<file path="config.mk">
export PLATFORM = sky130hd
export DESIGN_NAME = golay_24_12_decoder
export DESIGN_NICKNAME = d
export VERILOG_FILES = /design/src/rtl/gol_pkg.sv /design/src/rtl/golay_24_12_decoder.sv /design/src/rtl/gol_syndrome.sv /design/src/rtl/gol_locate.sv
export VERILOG_INCLUDE_DIRS = /design/src /design/src/rtl
export SDC_FILE = /design/constraint.sdc
export NUM_CORES = 1
export LEC_CHECK = 0
export CORE_MARGIN = 1
export CORE_UTILIZATION = 66
export CTS_BUF_LIST = sky130_fd_sc_hd__clkbuf_4 sky130_fd_sc_hd__clkbuf_8 sky130_fd_sc_hd__clkbuf_16
export DETAILED_ROUTE_END_ITERATION = 12
export DONT_BUFFER_PORTS = 1
export PLACE_DENSITY = 0.82
export SLEW_MARGIN = 40
export SYNTH_ARGS = -nofsm -noshare
export SYNTH_HDL_FRONTEND = slang
export SYNTH_SLANG_ARGS = --single-unit
</file>
<file path="constraint.sdc">
create_clock -name i_clk -period 13.1 [get_ports i_clk]
set_input_delay 1.965 -clock i_clk [delete_from_list [all_inputs] [get_ports i_clk]]
set_output_delay 1.965 -clock i_clk [all_outputs]
set_load 0.02 [all_outputs]
</file>
<file path="src/rtl/golay_24_12_decoder_macros.svh">
// assertion macros for the extended golay decoder
`ifndef GOLAY_24_12_DECODER_MACROS_SVH
`define GOLAY_24_12_DECODER_MACROS_SVH

`ifndef SYNTHESIS
`define GOL_ASSERT_IMP(lbl, clk, rst_n, ante, cons, msg) \
    lbl: assert property (@(posedge clk) disable iff (!(rst_n)) (ante) |-> (cons)) \
        else $error(msg);
`define GOL_ASSERT_NEXT(lbl, clk, rst_n, ante, cons, msg) \
    lbl: assert property (@(posedge clk) disable iff (!(rst_n)) (ante) |=> (cons)) \
        else $error(msg);
`else
`define GOL_ASSERT_IMP(lbl, clk, rst_n, ante, cons, msg)
`define GOL_ASSERT_NEXT(lbl, clk, rst_n, ante, cons, msg)
`endif

`endif

</file>
<file path="src/rtl/gol_pkg.sv">
`timescale 1ns / 1ps

package gol_pkg;

    localparam int DATA_W = 12;
    localparam int WORD_W = 24;
    localparam int CNT_W  = 4;

    localparam logic [DATA_W-1:0] ENC_ROWS [DATA_W] = '{
        12'hC75, 12'h49F, 12'hD4B, 12'h6E3, 12'h9B3, 12'hB66,
        12'hECC, 12'h1ED, 12'h3DA, 12'h7B4, 12'hB1D, 12'hE3A
    };

    localparam logic [DATA_W-1:0] DEC_ROWS [DATA_W] = '{
        12'h49F, 12'h93E, 12'h6E3, 12'hDC6, 12'hF13, 12'hAB9,
        12'h1ED, 12'h3DA, 12'h7B4, 12'hF68, 12'hA4F, 12'hC75
    };

    typedef struct packed {
        logic [DATA_W-1:0] syn;
        logic [DATA_W-1:0] inv;
    } t_syn;

    typedef struct packed {
        logic [WORD_W-1:0] pattern;
        logic              uncorrectable;
    } t_fix;

    function automatic logic [CNT_W-1:0] pop12(input logic [DATA_W-1:0] v);
        logic [CNT_W-1:0] n;
        n = '0;
        for (int b = 0; b < DATA_W; b++) begin
            n = n + CNT_W'(v[b]);
        end
        return n;
    endfunction

    function automatic logic [DATA_W-1:0] enc_mul(input logic [DATA_W-1:0] v);
        logic [DATA_W-1:0] acc;
        acc = '0;
        for (int b = 0; b < DATA_W; b++) begin
            if (v[b]) begin
                acc = acc ^ ENC_ROWS[b];
            end
        end
        return acc;
    endfunction

    function automatic logic [DATA_W-1:0] dec_mul(input logic [DATA_W-1:0] v);
        logic [DATA_W-1:0] acc;
        acc = '0;
        for (int b = 0; b < DATA_W; b++) begin
            if (v[b]) begin
                acc = acc ^ DEC_ROWS[b];
            end
        end
        return acc;
    endfunction

endpackage

</file>
<file path="src/rtl/golay_24_12_decoder.sv">
`timescale 1ns / 1ps
// channel   | transaction              | ports
// ----------+--------------------------+------------------------------------------------
// codeword  | start high, busy low     | i_received_word
// result    | o_done high, one cycle   | o_corrected_data, o_error_pattern,
//           |                          | o_uncorrectable
//
// one codeword per cycle; o_done follows each accepting edge
// latency set by the input register and the result register around the decode logic
// busy is raised only while reset is held, the pipeline has no stall path
// synchronous active-low reset clears the valid flags only
// results cannot be held off by the receiver

`include "golay_24_12_decoder_macros.svh"

module golay_24_12_decoder (
    input  logic                       i_clk,
    input  logic                       i_rst_n,
    input  logic                       start,
    output logic                       busy,
    input  logic [gol_pkg::WORD_W-1:0] i_received_word,
    output logic                       o_done,
    output logic [gol_pkg::DATA_W-1:0] o_corrected_data,
    output logic [gol_pkg::WORD_W-1:0] o_error_pattern,
    output logic                       o_uncorrectable
);

    logic                       r_in_valid;
    logic [gol_pkg::WORD_W-1:0] r_word;
    logic                       r_out_valid;
    logic [gol_pkg::DATA_W-1:0] r_data;
    logic [gol_pkg::WORD_W-1:0] r_pattern;
    logic                       r_uncorr;
    logic [gol_pkg::DATA_W-1:0] n_data;
    gol_pkg::t_syn              syn;
    gol_pkg::t_fix              fix;

    assign busy = ~i_rst_n;

    gol_syndrome u_syndrome (
        .i_word (r_word),
        .o_syn  (syn)
    );

    gol_locate u_locate (
        .i_syn (syn),
        .o_fix (fix)
    );

    assign n_data = fix.uncorrectable ? '0
                  : (r_word[gol_pkg::DATA_W-1:0] ^ fix.pattern[gol_pkg::DATA_W-1:0]);

    always_ff @(posedge i_clk) begin
        if (!i_rst_n) begin
            r_in_valid  <= 1'b0;
            r_out_valid <= 1'b0;
        end else begin
            r_in_valid  <= start & ~busy;
            r_out_valid <= r_in_valid;
        end
    end

    always_ff @(posedge i_clk) begin
        if (start & ~busy) begin
            r_word <= i_received_word;
        end
        r_data    <= n_data;
        r_pattern <= fix.pattern;
        r_uncorr  <= fix.uncorrectable;
    end

    assign o_done           = r_out_valid;
    assign o_corrected_data = r_data;
    assign o_error_pattern  = r_pattern;
    assign o_uncorrectable  = r_uncorr;

    `GOL_ASSERT_NEXT(a_accept_to_done, i_clk, i_rst_n, r_in_valid, o_done, "result strobe missing")
    `GOL_ASSERT_IMP(a_uncorr_zero, i_clk, i_rst_n, o_done && o_uncorrectable, (o_error_pattern == '0) && (o_corrected_data == '0), "uncorrectable result not zeroed")
    `GOL_ASSERT_IMP(a_weight, i_clk, i_rst_n, o_done && !o_uncorrectable, $countones(o_error_pattern) <= 3, "error pattern weight above three")
    `GOL_ASSERT_IMP(a_data_fix, i_clk, i_rst_n, o_done && !o_uncorrectable, o_corrected_data == ($past(r_word[gol_pkg::DATA_W-1:0]) ^ o_error_pattern[gol_pkg::DATA_W-1:0]), "corrected data mismatch")

endmodule

</file>
<file path="src/rtl/gol_syndrome.sv">
`timescale 1ns / 1ps

module gol_syndrome (
    input  logic [gol_pkg::WORD_W-1:0] i_word,
    output gol_pkg::t_syn              o_syn
);

    logic [gol_pkg::DATA_W-1:0] syn;

    assign syn       = i_word[gol_pkg::WORD_W-1:gol_pkg::DATA_W]
                     ^ gol_pkg::enc_mul(i_word[gol_pkg::DATA_W-1:0]);
    assign o_syn.syn = syn;
    assign o_syn.inv = gol_pkg::dec_mul(syn);

endmodule

</file>
<file path="src/rtl/gol_locate.sv">
`timescale 1ns / 1ps

module gol_locate (
    input  gol_pkg::t_syn i_syn,
    output gol_pkg::t_fix o_fix
);

    logic                       syn_hit;
    logic                       inv_hit;
    logic                       enc_hit;
    logic                       dec_hit;
    logic [gol_pkg::WORD_W-1:0] enc_mask;
    logic [gol_pkg::WORD_W-1:0] dec_mask;
    logic [gol_pkg::DATA_W-1:0] t_enc;
    logic [gol_pkg::DATA_W-1:0] t_dec;
    logic [gol_pkg::DATA_W-1:0] one_hot;

    assign syn_hit = gol_pkg::pop12(i_syn.syn) <= gol_pkg::CNT_W'(3);
    assign inv_hit = gol_pkg::pop12(i_syn.inv) <= gol_pkg::CNT_W'(3);

    // lowest matching row wins
    always_comb begin
        enc_hit  = 1'b0;
        dec_hit  = 1'b0;
        enc_mask = '0;
        dec_mask = '0;
        t_enc    = '0;
        t_dec    = '0;
        one_hot  = '0;
        for (int i = gol_pkg::DATA_W - 1; i >= 0; i--) begin
            one_hot    = '0;
            one_hot[i] = 1'b1;
            t_enc      = i_syn.syn ^ gol_pkg::ENC_ROWS[i];
            t_dec      = i_syn.inv ^ gol_pkg::DEC_ROWS[i];
            if (gol_pkg::pop12(t_enc) <= gol_pkg::CNT_W'(2)) begin
                enc_hit  = 1'b1;
                enc_mask = {t_enc, one_hot};
            end
            if (gol_pkg::pop12(t_dec) <= gol_pkg::CNT_W'(2)) begin
                dec_hit  = 1'b1;
                dec_mask = {one_hot, t_dec};
            end
        end
    end

    always_comb begin
        o_fix.pattern       = '0;
        o_fix.uncorrectable = 1'b0;
        if (syn_hit) begin
            o_fix.pattern = {i_syn.syn, {gol_pkg::DATA_W{1'b0}}};
        end else if (enc_hit) begin
            o_fix.pattern = enc_mask;
        end else if (inv_hit) begin
            o_fix.pattern = {{gol_pkg::DATA_W{1'b0}}, i_syn.inv};
        end else if (dec_hit) begin
            o_fix.pattern = dec_mask;
        end else begin
            o_fix.uncorrectable = 1'b1;
        end
    end

endmodule
</file>
==> flow_summary.yaml <==
outcome:
  status: "completed"
logic_synthesis:
  async_reset_ff_frac: 0
  netlist_area_sq_mm: 0.0111
  ys.warnings.count: 0
  synth_top_area_share: 0.318
  synth_edf_count: 24
  post-synth-top-area-cell: "fa_1"
  synth-seq-cells: 63
  syn_area_per_cell_sq_um: 9.58
  synthCells: 1163
  synth_nets: 1461
  synth_area_leaders: "fa_1 (32%), ha_1 (11%), inv_1 (8.3%)"
  ys.flop_type: "dfxtp_1"
  seq_area_frac_synth: 0.135
  ys_types: 81
global_routing:
  overflow: 0
  grt_use_total: 0.373
  grt_max_degree: 25
  grt_pass1_vias: 9283
  antenna_found_initial: 0
  grt_pass1_wl_mm: 49.4
setup_path:
  slowest_delay_ns: 0.76
  path_class: "reg2reg"
  critical_path.endpoint: "o_corrected_data[4]"
  r2r_cells: 31
  start_kind: "flop"
  cp.required_ns: 13.32
  cpMaxStageDelayCell: "ha_1"
  cp_common_cell: "inv_1"
  startpoint: "r_word[2]"
  r2r_end: "o_corrected_data[4]"
  r2r-start: "r_word[2]"
  r2r_slack_ns: 3.44
  cp.arrival_ns: 9.88
  path_max_fanout: 12
  end_kind: "flop"
detailed_routing:
  via_per_inst: 6.20
  dr_wl_met2_mm: 15.5
  detail_route.wl_per_cell_microns: 22.0
  drc_errors: 0
  drt-met1-wl_mm: 12.0
  drt_iter0_drc: 630
  dr_total_vias: 8675
  highest_layer: "met4"
  drt_first_pass_iters: 6
  route.met3.wl_mm: 1.76
  drtAntennaViolNets: 0
  postRouteWirelength_mm: 30.9
timing:
  finalSetupTns_ns: 0
  hold_viol_final: 0
  rsz0062_at_grt: "no"
  max_slew_margin: 0.466
  worst_slew_pin_slew_ns: 0.800
  finalSetupViolCount: 0
  finalCriticalPeriod_ns: 9.66
  final.period_utilization: 0.738
  fin_worst_skew_ns: 0.0104
  final_max_slew_viol_count: 0
  fmax_mhz: 103
clock_tree:
  cts_tree: "yes"
  cts_root_buf: "clkbuf_16"
  cts_resized: 0
  cts_buffers: 9
  cts_buffer_depth: 2
  cts_setup_buffers: 0
  htree_levels: 3
  worstSkewPairLatency_ns: 0.34
  holdBufCountCts: 0
  cts_sinks: 63
  cts.reportedPaths.clkPinSlew_ns: 0.07
layout:
  syn_to_final_growth_pct: 6.50
  final_common_cell: "inv_1"
  regArea_sq_mm: 0.00150
  fill_cells: 1214
  drive_gt1_frac: 0.0670
  nNetsFinal: 1472
  final_cell_mix: "inv_1 (245), fa_1 (177), ha_1 (94)"
  multi_input_area_sq_mm: 0.00863
placement:
  portBuffers: 0
  routabilityCongestion: 0.990
  hpwl_mm: 24.8
floorplan:
  io_pins: 66
  die_h_microns: 132
  start_util: 0.674
  core_area_sq_mm: 0.0165
  dieArea_sq_mm: 0.0174
  rows: 47
  die_w_microns: 132
min_path:
  hp-class: "reg2reg"
flow_run:
  cap_violations: 0
## how the worst min path moves through the flow
stage	startpoint	to	slack [ns]	cells past startpoint
2_1_floorplan	r_in_valid	o_done	0.41	1
3_3_place_gp	r_in_valid	o_done	0.42	1
3_5_place_dp	r_in_valid	o_done	0.43	1
4_1_cts	r_in_valid	o_done	0.45	1
5_1_grt	r_in_valid	o_done	0.47	1
6_report	r_in_valid	o_done	0.45	1
## cells in the mapped netlist, drive strengths merged (18+ instances only)
cell type	number
a21oi	54
a31oi	18
dfxtp	39
edfxtp	24
fa	177
ha	94
inv	246
nand2	46
nor2	64
nor2b	18
nor3	21
o21ai	48
xnor2	71
xor2	27
## per-stage QoR
stage                     hold slack (ns)   util  setup WS [ns]  area, sq um  instances
final                               0.448  0.718           3.44        11900       1400
after global routing                0.474  0.718           2.86        11900       1399
after CTS                           0.450  0.717           3.50        11900       1399
after detailed placement            0.427  0.697           3.57        11500       1383
after global placement              0.418  0.696           3.83        11500       1383
after floorplan                     0.412      -           3.99        11100       1163
## cell families (layout without fill, tap and decap cells)
logic type | count (synthesis) | count (layout) | synth area share
compound gates | 217 | 217 | 0.132
flops | 63 | 63 | 0.135
other cells | 0 | 1 | 0
mux | 14 | 14 | 0.0129
xor+xnor | 111 | 111 | 0.106
buf+inv | 272 | 288 | 0.0947
fa+ha+maj | 271 | 271 | 0.424
simple gates | 215 | 215 | 0.0958
## sequential cells by signal, indices dropped and copies added, names as in the netlist
signal and flops:
o_uncorrectable 1, o_corrected_data 12, r_word 24, o_done 1, o_error_pattern 24, r_in_valid 1
## critical path, delay by kind of cell (launching register included)
kind	cells	cell delay, ns
AO/OA/AOI/OAI	3	0.72
adder cells (fa/ha/maj)	8	4.20
XOR/XNOR	7	1.97
buffers and inverters	7	1.00
AND/OR/NAND/NOR	6	1.13
flip-flops	1	0.53
## area by class of cell
class | count | share of cell area
multi-input combinational | 828 | 0.728
sequential | 63 | 0.127
inverter | 247 | 0.0782
clock buffer | 12 | 0.0253
tap | 220 | 0.0232
timing repair buffer | 25 | 0.0158
clock inverter | 4 | 0.00316
antenna | 1 | 0.000211
## per-layer routing
layer | track usage | up-vias
met5 | 0 | -
met4 | 0.218 | 0
met3 | 0.0411 | 131
met2 | 0.642 | 444
met1 | 0.458 | 4297
li1 | - | 3803
Power is left out: the tool's default activity adds up to more than one toggle a clock period on the data nets, which glitch-free logic cannot reach.
